==> src/sv/lkv_pkg.sv <==
`timescale 1ns / 1ps
// ----------------------------------------------------------------------------
// lkv_pkg
// Shared types and constants of the key-value store.
// ----------------------------------------------------------------------------
package lkv_pkg;
    localparam int CAPACITY_DEF  = 64;
    localparam int KEY_BYTES_DEF = 8;
    localparam int VAL_BYTES_DEF = 8;

    localparam logic [1:0] OP_PUT    = 2'd0;
    localparam logic [1:0] OP_GET    = 2'd1;
    localparam logic [1:0] OP_DELETE = 2'd2;
    localparam logic [1:0] OP_STAT   = 2'd3;

    localparam logic [1:0] ST_OK        = 2'd0;
    localparam logic [1:0] ST_INVALID   = 2'd1;
    localparam logic [1:0] ST_NOT_FOUND = 2'd2;
    localparam logic [1:0] ST_NO_SPACE  = 2'd3;

    localparam logic CFG_ITEM_LIMIT = 1'b0;
    localparam logic CFG_LRU_ENABLE = 1'b1;

    // datapath operations issued by the controller
    typedef enum logic [2:0] {
        DP_NONE,
        DP_START,    // latch input word, clear scan results
        DP_SCAN,     // examine one entry: match, free slot, oldest tracked
        DP_AGE,      // adjust rank of one entry
        DP_WRITE,    // write target entry
        DP_FINISH    // build result word
    } dp_op_t;

    typedef struct packed {
        dp_op_t     op;
        logic       idx_clr;     // restart entry counter
        logic [1:0] age_mode;    // 0 none, 1 untrack target, 2 touch target
        logic       use_victim;
        logic [1:0] wr_mode;     // 0 none, 1 update, 2 insert, 3 delete
        logic       do_touch;
        logic [1:0] status;
        logic       get_ok;
    } dp_cmd_t;

    typedef struct packed {
        logic [1:0] opcode;
        logic       len_bad;
        logic       last;        // pass done: last entry's read consumed
        logic       found;
        logic       has_free;
        logic       has_victim;
        logic       limit_hit;
        logic       lru_on;
        logic       tgt_tracked;
    } dp_stat_t;

    localparam logic [1:0] AGE_NONE    = 2'd0;
    localparam logic [1:0] AGE_UNTRACK = 2'd1;
    localparam logic [1:0] AGE_TOUCH   = 2'd2;

    localparam logic [1:0] WR_NONE   = 2'd0;
    localparam logic [1:0] WR_UPDATE = 2'd1;
    localparam logic [1:0] WR_INSERT = 2'd2;
    localparam logic [1:0] WR_DELETE = 2'd3;
endpackage

==> src/sv/lkv_ctrl.sv <==
`timescale 1ns / 1ps
// ----------------------------------------------------------------------------
// lkv_ctrl
// Sequencer: scan, optional rank passes, write, result handshake.
// ----------------------------------------------------------------------------
module lkv_ctrl
    import lkv_pkg::*;
(
    input  logic     aclk,
    input  logic     aresetn,
    input  logic     s_valid,
    output logic     s_ready,
    output logic     m_valid,
    input  logic     m_ready,
    input  dp_stat_t stat,
    output dp_cmd_t  cmd
);
    typedef enum logic [2:0] {
        S_IDLE, S_DECIDE, S_SCAN, S_UNTRACK, S_TOUCH, S_WRITE, S_FINISH, S_OUT
    } state_t;

    state_t     state_reg, state_next;
    logic       vic_reg, vic_next;
    logic [1:0] st_reg, st_next;

    logic new_victim;
    assign new_victim = stat.lru_on && stat.limit_hit && stat.has_victim;

    always_comb begin
        state_next = state_reg;
        vic_next   = vic_reg;
        st_next    = st_reg;
        cmd        = '0;
        cmd.op     = DP_NONE;
        cmd.use_victim = vic_reg;
        cmd.status = st_reg;
        case (state_reg)
            S_IDLE: if (s_valid) begin
                cmd.op     = DP_START;
                vic_next   = 1'b0;
                state_next = S_DECIDE;
            end
            S_DECIDE: begin
                cmd.idx_clr = 1'b1;
                st_next = ST_OK;
                if (stat.opcode == OP_STAT) state_next = S_FINISH;
                else if (stat.len_bad) begin
                    st_next = ST_INVALID;
                    state_next = S_FINISH;
                end else state_next = S_SCAN;
            end
            S_SCAN: begin
                cmd.op = DP_SCAN;
                if (stat.last) begin
                    cmd.op      = DP_NONE;
                    cmd.idx_clr = 1'b1;
                    if (stat.found) begin
                        if (stat.opcode == OP_PUT
                            || (stat.opcode == OP_GET && stat.lru_on))
                            state_next = S_TOUCH;
                        else if (stat.opcode == OP_DELETE && stat.tgt_tracked)
                            state_next = S_UNTRACK;
                        else state_next = S_WRITE;
                    end else if (stat.opcode != OP_PUT) begin
                        st_next = ST_NOT_FOUND;
                        state_next = S_FINISH;
                    end else if (new_victim) begin
                        vic_next = 1'b1;
                        state_next = S_UNTRACK;
                    end else if (stat.has_free) begin
                        state_next = stat.lru_on ? S_TOUCH : S_WRITE;
                    end else begin
                        st_next = ST_NO_SPACE;
                        state_next = S_FINISH;
                    end
                end
            end
            S_UNTRACK: begin
                cmd.op = DP_AGE;
                cmd.age_mode = AGE_UNTRACK;
                if (stat.last) begin
                    cmd.op = DP_NONE;
                    cmd.idx_clr = 1'b1;
                    // eviction goes on to insert; delete goes straight to write
                    state_next = vic_reg ? S_TOUCH : S_WRITE;
                end
            end
            S_TOUCH: begin
                cmd.op = DP_AGE;
                cmd.age_mode = AGE_TOUCH;
                if (stat.last) begin
                    cmd.op = DP_NONE;
                    state_next = S_WRITE;
                end
            end
            S_WRITE: begin
                cmd.op = DP_WRITE;
                if (!stat.found) begin
                    cmd.wr_mode  = WR_INSERT;
                    cmd.do_touch = stat.lru_on;
                end else if (stat.opcode == OP_PUT) begin
                    cmd.wr_mode  = WR_UPDATE;
                    cmd.do_touch = 1'b1;
                end else if (stat.opcode == OP_GET) begin
                    cmd.wr_mode  = WR_NONE;
                    cmd.do_touch = stat.lru_on;
                end else cmd.wr_mode = WR_DELETE;
                state_next = S_FINISH;
            end
            S_FINISH: begin
                cmd.op = DP_FINISH;
                cmd.get_ok = stat.opcode == OP_GET && st_reg == ST_OK;
                state_next = S_OUT;
            end
            S_OUT: if (m_ready) state_next = S_IDLE;
            default: state_next = S_IDLE;
        endcase
    end

    always_ff @(posedge aclk) begin
        if (!aresetn) begin
            state_reg <= S_IDLE;
            vic_reg   <= 1'b0;
            st_reg    <= ST_OK;
        end else begin
            state_reg <= state_next;
            vic_reg   <= vic_next;
            st_reg    <= st_next;
        end
    end

    assign s_ready = state_reg == S_IDLE;
    assign m_valid = state_reg == S_OUT;
endmodule

==> config.mk <==
export PLATFORM = sky130hd
export DESIGN_NAME = lkv_ctrl
export DESIGN_NICKNAME = d
export VERILOG_FILES = /design/src/sv/lkv_pkg.sv /design/src/sv/lkv_ctrl.sv
export SDC_FILE = /design/constraint.sdc
export NUM_CORES = 1
export LEC_CHECK = 0
export BUFFER_PORTS_ARGS = -buffer_cell sky130_fd_sc_hd__buf_2
export CAP_MARGIN = 20
export CELL_PAD_IN_SITES_DETAIL_PLACEMENT = 1
export CELL_PAD_IN_SITES_GLOBAL_PLACEMENT = 1
export CORE_UTILIZATION = 30
export CTS_CLUSTER_SIZE = 16
export DETAILED_ROUTE_END_ITERATION = 12
export MAX_ROUTING_LAYER = met4
export PLACE_DENSITY = 0.78
export SYNTH_ARGS = -nofsm -noshare
export SYNTH_HDL_FRONTEND = slang
export SYNTH_SLANG_ARGS = --single-unit
==> constraint.sdc <==
create_clock -name aclk -period 1.8 [get_ports aclk]
set_input_delay 0 -clock aclk [delete_from_list [all_inputs] [get_ports aclk]]
set_output_delay 0 -clock aclk [all_outputs]
set_load 0.01 [all_outputs]
* Word level (Yosys, flattened, before mapping)
Cells that the tools add are included.
** Storage, ports and cells
- Flip-flop bits (word level) :: 6
- Input bits :: 14
- Output and inout bits :: 15
- Logic and storage cells :: 81
** Cells by class
- Equal/unequal tests :: 20
- Mux-type cells :: 43
- Reductions and logical operators :: 15
** Operator list (count)
- 2-to-1 mux 3 bit :: 17
- one-hot mux 3 bit (8 select lines) :: 1
- one-hot mux 3 bit (6 select lines) :: 1
- 2-to-1 mux 2 bit :: 8
- != test 2 bit (second input constant) :: 7
- == test 3 bit (second input constant) :: 4
- 2-to-1 mux 1 bit :: 12
- AND reduction 5 bit :: 2
- one-hot mux 2 bit (2 select lines) :: 2
- == test 3 x 2 -> 1 bit (second input constant) :: 2
- != test 3 bit (second input constant) :: 2
- AND reduction 6 bit :: 1
- nonzero test 2 bit :: 3
- logical AND 1 bit :: 5
- == test 2 bit (second input constant) :: 2
- logical NOT 2 bit :: 2
- == test 3 x 1 -> 1 bit (second input constant) :: 1
- logical NOT 3 bit :: 1
- one-hot mux 1 bit (3 select lines) :: 1
- == test 2 x 1 -> 1 bit (second input constant) :: 1
- != test 2 x 1 -> 1 bit (second input constant) :: 1
- one-hot mux 1 bit (2 select lines) :: 1
- logical OR 1 bit :: 1

* Logic depth before layout (Yosys ltp)
- Depth in word-level cells :: 7
- Depth in mapped cells :: 5
- Depth with buffers taken out :: 4

* Worst setup path before layout
OpenSTA, ideal clock, no wires.
- Path kind :: reg2reg
- Start :: reg state_reg[0]
- End :: reg st_reg[1]
- Setup time :: 0.060 ns
- Arrival :: 1.204 ns
- Data required time :: 1.740 ns
- Path slack :: 0.536 ns
- Stages on the path, launching flop included :: 5
- Buffers on the path :: 1
- Period minus slack after synthesis :: 1.264 ns
- Cells stage by stage :: dfxtp_1 buf_2 o31a_1 a311oi_2 o221a_1
** Between the ends
- Word-level cells in the longest chain between the ends :: 3
- Elaborated cells on any way between the ends :: 9
- Those cells by class :: eq/ne: 6; mux: 1; reduce/logical: 2
** RTL lines
- start, declared :: RTL line lkv_ctrl.sv:22 : state_t state_reg, state_next;
- start signal, assigned :: RTL line lkv_ctrl.sv:126 : state_reg <= state_next;
- == test 3 x 2 -> 1 bit or == test 3 x 1 -> 1 bit (tied branches) :: RTL line lkv_ctrl.sv:37 : case (state_reg)
- != test 3 bit (no line) (tied with other cells)
- AND reduction 5 bit (no line)
- end signal, assigned :: RTL line lkv_ctrl.sv:128 : st_reg <= st_next;
- end, declared :: RTL line lkv_ctrl.sv:24 : logic [1:0] st_reg, st_next;
Parallel ways exist; a longest one is shown, timed or not.
A chain may end at the register's enable or synchronous reset.

* Final worst setup path
- Start :: reg state_reg[1]
- End :: reg st_reg[1]
Same word-level chain as after synthesis.

==> flow_metrics.py <==
metrics = {
    "floorplanning": {
        "fp-row-count": 16,
        "die_height_um": 48.3,
        "core_um2": 1980,
        "dieArea_um2": 2340,
        "start_util_pct": 32.5,
        "die_w_um": 48.3,
        "io_pins": 29,
    },
    "placement": {
        "hpwlAfterDp_um": 1640,
        "io_buffers": 28,
        "routabilityCongestion": 0.778,
        "place_area_um2": 801,
        "dp_cells": 145,
    },
    "final_layout": {
        "finalInstanceArea_um2": 823,
        "largest_register_ffs": 3,
        "fin_cells": 148,
        "drive_above_1_share_pct": 32.2,
        "area_growth_pct": 27.8,
        "num-fill-cells": 271,
        "layout.nets": 137,
        "diodes": 0,
    },
    "synthesis": {
        "syn_avg_cell_area_um2": 6.78,
        "yosys.area.top_type_share_pct": 18.6,
        "ys_warn_count": 0,
        "synth_ff_type": "dfxtp_1",
        "yosysSeqAreaShare_pct": 18.6,
        "synth.cell_area_um2": 644,
        "ys_top_cells_by_area": "dfxtp_1, nand2_1, nor2_1",
        "syn-num-nets": 109,
        "synth_cell_types": 42,
        "synthTopCellsByCount": "nand2_1, nor2_1, a21oi_1, o21ai_0, dfxtp_1",
        "synth_edf_count": 0,
        "synth_seq_cells": 6,
        "synth_cells": 95,
        "synth_top_cell_by_area": "dfxtp_1",
        "synthArstFlopShare_pct": 0,
        "synth_most_common_cell": "nand2_1",
    },
    "clocking": {
        "cts-root-buf": "clkbuf_4",
        "insertion_delay_ps": 250,
        "clockBufferDepth": 2,
        "hold_buffers": 0,
        "clk_pin_slew_worst_paths_ps": 50,
        "cts.repair.resized": 0,
        "ctsHtreeMaxLevel": 1,
        "cts_setup_buffers": 0,
        "cts_buffers": 3,
        "cts_tree": "yes",
        "clock_sinks": 6,
    },
    "power": {
        "p_int_w": 0.000449,
        "p_leak_nw": 0.384,
        "swShare_pct": 45.1,
        "power_frac_comb_pct": 56.3,
        "pwr-share-clk_pct": 15.6,
        "seq_power_share_pct": 28.2,
        "p_sw_w": 0.000369,
        "power_density_nw_per_um2": 993,
        "peakVddDrop_mv": 0.351,
    },
    "sta": {
        "fin_setup_tns_ps": 0,
        "slew_violations": 0,
        "slew_headroom_pct": 66.2,
        "rsz0062_at_grt": "false",
        "period_minus_slack_ps": 1600,
        "finalSetupViolations": 0,
        "fmax_ghz": 0.624,
        "finalCritPeriodShare_pct": 89.1,
        "skew_ps": 2.03,
        "worst_pin_slew_ps": 506,
        "hold_ws_ps": 75.2,
        "hold_violations": 0,
    },
    "critical_path": {
        "reg2reg_slack_ps": 200,
        "path_max_fanout": 14,
        "r2r-start": "state_reg[1]",
        "crit_required_ps": 1990,
        "r2r_cells": 4,
        "crit_chain": "nand2_2, o31a_1, a311oi_2, o221a_1",
        "critPathTopFamily": "compound AO/OA/AOI/OAI gates",
        "worstSetupPathType": "register to register",
        "endpoint_kind": "register",
        "slowest_delay_ps": 600,
        "crit_buf_inv": 0,
        "r2r_end": "st_reg[1]",
        "arrival_ps": 1790,
        "start_kind": "register",
        "slowest_stage": "dfxtp_1",
    },
    "detailed_routing": {
        "first_pass_iters": 4,
        "ant_nets": 0,
        "totalWireLength_um": 2030,
        "initialDrtViolationCount": 9,
        "via_per_inst": 5.29,
        "remaining_drc_errors": 0,
        "wl_per_cell_um": 13.7,
        "vias": 783,
    },
    "global_routing": {
        "grt_pass1_wl_um": 3350,
        "grt_pass1_vias": 765,
        "grt_max_degree": 19,
        "gr-total-overflow": 0,
        "antenna_found_initial": 0,
        "grt_use_total_pct": 18.8,
    },
    "status": {
        "outcome": "finished clean",
    },
    "flow_run": {
        "drv_cap": 0,
    },
    "hold_path": {
        "min_path_cells": 3,
        "whs_endpoint": "st_reg[0]",
        "hp-class": "primary input to register",
        "min_from": "aresetn",
    },
}
## placed cells by master (no fill, tap or decap), types with 2 or more instances in the layout
cell type   n
buf_2      28
nand2_1    12
nor2_1     10
a21oi_1     7
o21ai_0     7
dfxtp_1     6
inv_1       3
and3_1      3
clkbuf_4    3
buf_4       3
nand2b_1    2
a21boi_0    2
nand3_1     2
nor3b_1     2
mux2i_1     2
o22ai_1     2
o21ai_1     2
## cell families after synthesis
family / count (synthesis) / synth area share [%]
and+or+nand+nor: 42 / 34.4
AOI/OAI and AO/OA: 32 / 33.6
buffers and inverters: 12 / 8.54
DFF: 6 / 18.6
muxes: 3 / 4.85
## layout make-up
class | instances | area, um2 | area share, %
Clock buffer | 3 | 22.5 | 2.74
Timing Repair Buffer | 31 | 163 | 19.8
Multi-Input combinational cell | 77 | 469 | 57.0
Tap cell | 27 | 33.8 | 4.10
Sequential cell | 6 | 120 | 14.6
Inverter | 4 | 15.0 | 1.82
## power groups by stage
stage          registers, W  clock network (W)  logic (W)
6_report           0.000230           0.000127   0.000460
5_1_grt            0.000238           0.000141   0.000507
4_1_cts            0.000230           0.000130   0.000461
3_5_place_dp       0.000233                  0   0.000459
3_3_place_gp       0.000227                  0   0.000446
2_1_floorplan      0.000191                  0   0.000343
## stage by stage
step | util [%] | power, W | setup slack, ps
6_report | 41.5 | 0.000818 | 196
4_1_cts | 41.5 | 0.000821 | 194
2_1_floorplan | - | 0.000534 | 536
3_3_place_gp | 40.4 | 0.000674 | 304
3_5_place_dp | 40.4 | 0.000692 | 215
5_1_grt | 41.5 | 0.000885 | 104
## tightest hold or removal path: stages
cell and delay, ps:
buf_2 150, nand2_1 70, mux2i_1 60
## layer usage
layer  routed length (um)  vias to the layer above  GRT usage, %
met4                   25                        0          8.82
met1                  974                      357          21.9
li1                     -                      397             -
met3                   76                        4          1.89
met2                  956                       25          32.4
met5                    0                        -             -
## worst max path at each step
stage / depth (start not counted) / start / to
finish: 4 / state_reg[1] / st_reg[1]
global route: 4 / state_reg[1] / st_reg[1]
CTS: 4 / state_reg[1] / st_reg[1]
detailed placement: 4 / state_reg[1] / st_reg[1]
global placement: 4 / state_reg[1] / st_reg[1]
floorplan: 4 / state_reg[0] / st_reg[1]
(Power assumes the default switching activity.)
